**src/rtl/core/cmbm_pkg.sv**
```systemverilog
// shared types, constants and the row maximum function for the mutual best match core
`default_nettype none
package cmbm_pkg;

	localparam int CNT_W    = 13;
	localparam int MAX_LIVE = 16;
	localparam int CL_W     = 5;
	localparam int POS_W    = 31;
	localparam int OCL_W    = 4;
	localparam int MASK_W   = 16;
	localparam int S_DATA_W = 72;
	localparam int M_DATA_W = 24;

	localparam logic [CNT_W-1:0] CNT_MAX = {CNT_W{1'b1}};

	typedef logic [CNT_W-1:0] cnt_t;
	typedef cnt_t [MAX_LIVE-1:0] cnt_vec_t;

	// status from the scan sequencer to the top level
	typedef struct packed {
		logic busy;
		logic rd_en;
		logic clear;
	} scan_stat_t;

	// four level compare tree over one padded row
	function automatic cnt_t max16(input cnt_vec_t v);
		cnt_t l1 [8];
		cnt_t l2 [4];
		cnt_t l3 [2];
		for (int k = 0; k < 8; k++)
			l1[k] = (v[2*k] > v[2*k+1]) ? v[2*k] : v[2*k+1];
		for (int k = 0; k < 4; k++)
			l2[k] = (l1[2*k] > l1[2*k+1]) ? l1[2*k] : l1[2*k+1];
		for (int k = 0; k < 2; k++)
			l3[k] = (l2[2*k] > l2[2*k+1]) ? l2[2*k] : l2[2*k+1];
		return (l3[0] > l3[1]) ? l3[0] : l3[1];
	endfunction

endpackage
`default_nettype wire

```
**src/rtl/core/cmbm_count_ram.sv**
```systemverilog
// count store: one row of counters per word, one write and one registered read port
`default_nettype none
module cmbm_count_ram import cmbm_pkg::*; #(
	parameter int DEPTH = 16,
	parameter int AW    = 4,
	parameter int DW    = 208
) (
	input  wire logic          clk,
	input  wire logic          wr_en,
	input  wire logic [AW-1:0] wr_addr,
	input  wire logic [DW-1:0] wr_data,
	input  wire logic          rd_en,
	input  wire logic [AW-1:0] rd_addr,
	output logic      [DW-1:0] rd_data
);

	logic [DW-1:0] mem [DEPTH];

	always_ff @(posedge clk) begin
		if (wr_en) begin
			mem[wr_addr] <= wr_data;
		end
	end

	always_ff @(posedge clk) begin
		if (rd_en) begin
			rd_data <= mem[rd_addr];
		end
	end

endmodule
`default_nettype wire

```
**config.mk**
```make
export PLATFORM = sky130hd
export DESIGN_NAME = cmbm_count_ram
export DESIGN_NICKNAME = d
export VERILOG_FILES = /design/src/rtl/core/cmbm_pkg.sv /design/src/rtl/core/cmbm_count_ram.sv
export SDC_FILE = /design/constraint.sdc
export NUM_CORES = 2
export LEC_CHECK = 0
export BUFFER_PORTS_ARGS = -buffer_cell sky130_fd_sc_hd__buf_2
export CORE_UTILIZATION = 50
export DETAILED_ROUTE_END_ITERATION = 12
export GPL_TIMING_DRIVEN = 0
export PLACE_DENSITY = 0.64
export SYNTH_ARGS = -nofsm -noshare
export SYNTH_HDL_FRONTEND = slang
export SYNTH_SLANG_ARGS = --single-unit
```
**constraint.sdc**
```tcl
create_clock -name clk -period 27 [get_ports clk]
set_input_delay 5.4 -clock clk [delete_from_list [all_inputs] [get_ports clk]]
set_output_delay 5.4 -clock clk [all_outputs]
set_load 0.1 [all_outputs]
```
**After elaboration in Yosys (flattened, before gate mapping)**

Memories as Yosys holds them, arrays and structs flattened. A register that Yosys moved wholly into a read port is not among the register bits.
Cells that the tools add are included.
W data, S select, Z words.

- Register bits: 0
- RAM bits: 3,328
- Bits of input ports: 219
- Word-level logic and storage cells: 3
- Memories: 1

Memory list:

| name | depth | width | rd ports | clocked after Yosys merged registers in | write ports | RTL line | RTL |
|---|---|---|---|---|---|---|---|
| mem | 16 | 208 | 1 | 1 | 1 | cmbm_count_ram.sv:17 | `logic [DW-1:0] mem [DEPTH];` |

- Mux-type cells: 2

Operators by type and width:

| cell | number |
|---|---|
| $mux W1 | 2 |

**Logic depth before layout (Yosys ltp)**

- Depth after elaboration: 2
- Depth in mapped cells: 9
- Mapped depth without buffers: 4

**Worst setup path before layout**

OpenSTA, ideal clock, no wires.

- Kind: input-to-reg
- Start: input port wr_addr[2]
- End: memory mem[0][0] (enable)
- Setup time: 1,034 ps
- Arrival: 19,916 ps
- Setup slack: 6,050 ps
- Stages: 2
- Cells stage by stage: or3b_2 > nor3_1

RTL lines:

| what | RTL line | RTL |
|---|---|---|
| from (decl) | cmbm_count_ram.sv:10 | `input wire logic [AW-1:0] wr_addr,` |
| to (decl) | cmbm_count_ram.sv:17 |  |

No word-level cell before the write port.

**Final worst setup path**

- Start: input port wr_addr[2]
- End: memory mem[0][187] (enable)

No word-level cell before the write port.

==> reports/metrics.yaml <==
logic_synthesis:
  synth_area_mm2: 0.1308
  synthSimpleGateAreaFrac_pct: 0.8742
  synth_top_area_cell: "edfxtp_1"
  synthMuxAreaShare_pct: 14.23
  syn_avg_cell_area_um2: 23.92
  yosys-top-cells-area: "edfxtp_1 (81%), mux4_2 (13%), a22oi_1 (2.6%)"
  yosysWarnings: 0
  synthXorXnorAreaFrac_pct: 0
  synth_cell_types: 20
  syn_inst: 5468
  synth_top_family_by_area: "multiplexers"
  synth-compound-area-share_pct: 2.588
  ys_ff_latch: 3536
  synth_top_area_share_pct: 81.17
  synth-seq-area-share_pct: 81.17
  synth_nets: 5687
  synthAdderAreaFrac_pct: 0
worst_setup_path:
  worstPathRequired_ns: 27.61
  arrival_ns: 8.66
  crit_slowest_cell: "nor3_2"
  cp_common_cell: "buf_6"
  endpoint_kind: "flip-flop"
  critPathLaunchType: "input pin"
  cpPeakStageDelay_ns: 0.79
  critPathKind: "in2reg"
  crit_fanout: 10
  crit_family: "buffers and inverters"
  critPathBufInv: 10
  cp_cell_sequence: "buf_2, or3b_2, nor3_2, buf_8, buf_8, buf_6, buf_6, buf_6, buf_4, buf_6, buf_6, buf_6"
floorplan:
  io_pins: 427
  dieHeight_um: 513.5
  core-area_mm2: 0.2599
  chipWidth_um: 513.5
  dieArea_mm2: 0.2637
  rows: 187
  floorplan.initialDensity_pct: 50.32
drt:
  drt-total-wl_mm: 324.0
  drtIter0Drc: 7583
  drt_pass1_iterations: 5
  drc: 0
  vias: 62477
  routed_wire_length_per_instance_um: 31.40
  via_per_inst: 6.054
  ant_nets: 0
timing:
  skew_ns: 0.05227
  setup-tns-final_ns: 0
  drv_slew: 0
  rsz0062_at_grt: "false"
  slew-limit-headroom_pct: 7.392
  finalSetupViolCount: 0
  clock.fmax_ghz: 0.1243
  hold_violations: 0
  fin_crit_sh_pct: 29.81
  min_period_ns: 8.048
  worstMarginPinSlew_ns: 1.389
cells_and_area:
  fin_util_pct: 58.83
  fillCellCount: 18338
  area_growth_pct: 16.91
  fin_nets: 6733
  drive_gt1_share_pct: 31.02
clocking:
  clockBufferDepth: 4
  cts.sinks: 3536
  cts_resized: 0
  post-cts-setup-buffers: 0
  cts.root.buffer_cell: "clkbuf_16"
  tritoncts: "done"
  htreeDepth: 5
  clock_latency_ns: 0.96
  cts_hold_buffers: 0
  clk_pin_slew_worst_paths_ns: 0.06
  numCtsBuffers: 366
job:
  maxCapViolCount: 0
placed_design:
  port_buffers: 423
  place.gp.congestion: 0.7462
  hpwl_mm: 213.3
outcome:
  status: "complete, no violations"
power_and_ir_drop:
  vdd_drop_max_mv: 0.07790
  p_leak_nw: 49.67
  power_density_mw_per_mm2: 76.70
global_route:
  grt-ovfl-total: 0
  grt_pass1_wl_mm: 458.4
  grt_max_degree: 76
  grt_pass1_vias: 63482
  grtUsageTotal_pct: 24.63
  antenna_found_initial: 106
worst_hold_path:
  min_path_type: "reg2reg"
metal layers:
layer	part of all wire [%]	GRT usage, %
met4	3.3	8.182
met2	48	38.52
met1	40	34.49
met5	0.11	0
met3	8.9	5.673
worst register-to-register path: stages, from the launching register on:
cell	delay (ns)
edfxtp_1	0.36
mux4_2	0.47
a22oi_1	0.44
nand2_1	0.17
flip-flops by register name, summed over array words and instances, names as in the netlist:
| signal | cells |
|---|---|
| mem | 3328 |
| rd_data | 208 |
through the flow:
| stage | setup slack, ns | hold WS [ns] | total power (W) | instances | cell area, um^2 |
|---|---|---|---|---|---|
| finish | 18.95 | 0.7155 | 0.01173 | 10320 | 152900 |
| global route | 18.86 | 0.7448 | 0.01205 | 10289 | 152900 |
| CTS | 18.95 | 0.7160 | 0.01181 | 10271 | 152800 |
| detailed placement | 17.97 | 0.7280 | 0.007124 | 9641 | 141700 |
| global placement | -12.55 | 0.7245 | 0.007136 | 9387 | 137300 |
| floorplan | 6.050 | 0.7103 | 0.006838 | 5468 | 130800 |
layout by cell type, fill, tap and decap left out, drive strengths merged:
master	count
edfxtp	3536
buf	859
mux4	758
clkbuf	564
a22oi	447
nand2	203
mux2i	154
clkinv	138
diode	48
nand3	38
bufinv	24
nor2	16
clkinvlp	10
nor2b	8
o21ai	6
nor3	4
and2	4
nand3b	2
nand2b	2
inv	2
or3b	1
logic make-up after synthesis:
family,Yosys count
buf+inv,289
simple gates,278
compound gates,453
mux,912
flops,3536
final timing paths:
path | start | endpoint | slack [ns] | depth (start not counted)
hold / removal | mem[6][2] | rd_data[2] | 0.72 | 3
setup / recovery | wr_addr[2] | mem[0][187] | 18.95 | 12
hold reg to reg | mem[6][2] | rd_data[2] | 0.72 | 3
setup reg to reg | mem[11][41] | rd_data[41] | 25.28 | 3
report_power, final:
part	internal (W)	leakage, nW	switching, W
logic	0.000226	12.1	0.000547
clock network	0.00273	5.40	0.00200
registers	0.00618	32.1	0.0000423
layout make-up:
| type | count | area (um^2) | area share (%) |
|---|---|---|---|
| Buffer | 289 | 1498 | 0.9793 |
| Timing Repair Buffer | 678 | 6442 | 4.213 |
| Clock inverter | 174 | 1455 | 0.9515 |
| Sequential cell | 3536 | 106200 | 69.43 |
| Tap cell | 3496 | 4374 | 2.860 |
| Clock buffer | 456 | 9603 | 6.279 |
| Antenna cell | 48 | 120.1 | 0.07854 |
| Multi-Input combinational cell | 1643 | 23250 | 15.21 |
synth_stat cells:
cell	instances
nand3b_1	2
nand2_1	203
buf_6	24
buf_1	10
o21ai_0	6
nand2b_1	2
or3b_2	1
and2_0	1
a22oi_1	447
mux4_2	758
buf_2	131
nor2_1	16
nor2b_1	8
nor3_1	4
edfxtp_1	3536
and2_1	3
buf_4	16
nand3_1	38
clkbuf_1	108
mux2i_1	154
Power figures use the tool's default switching activity.
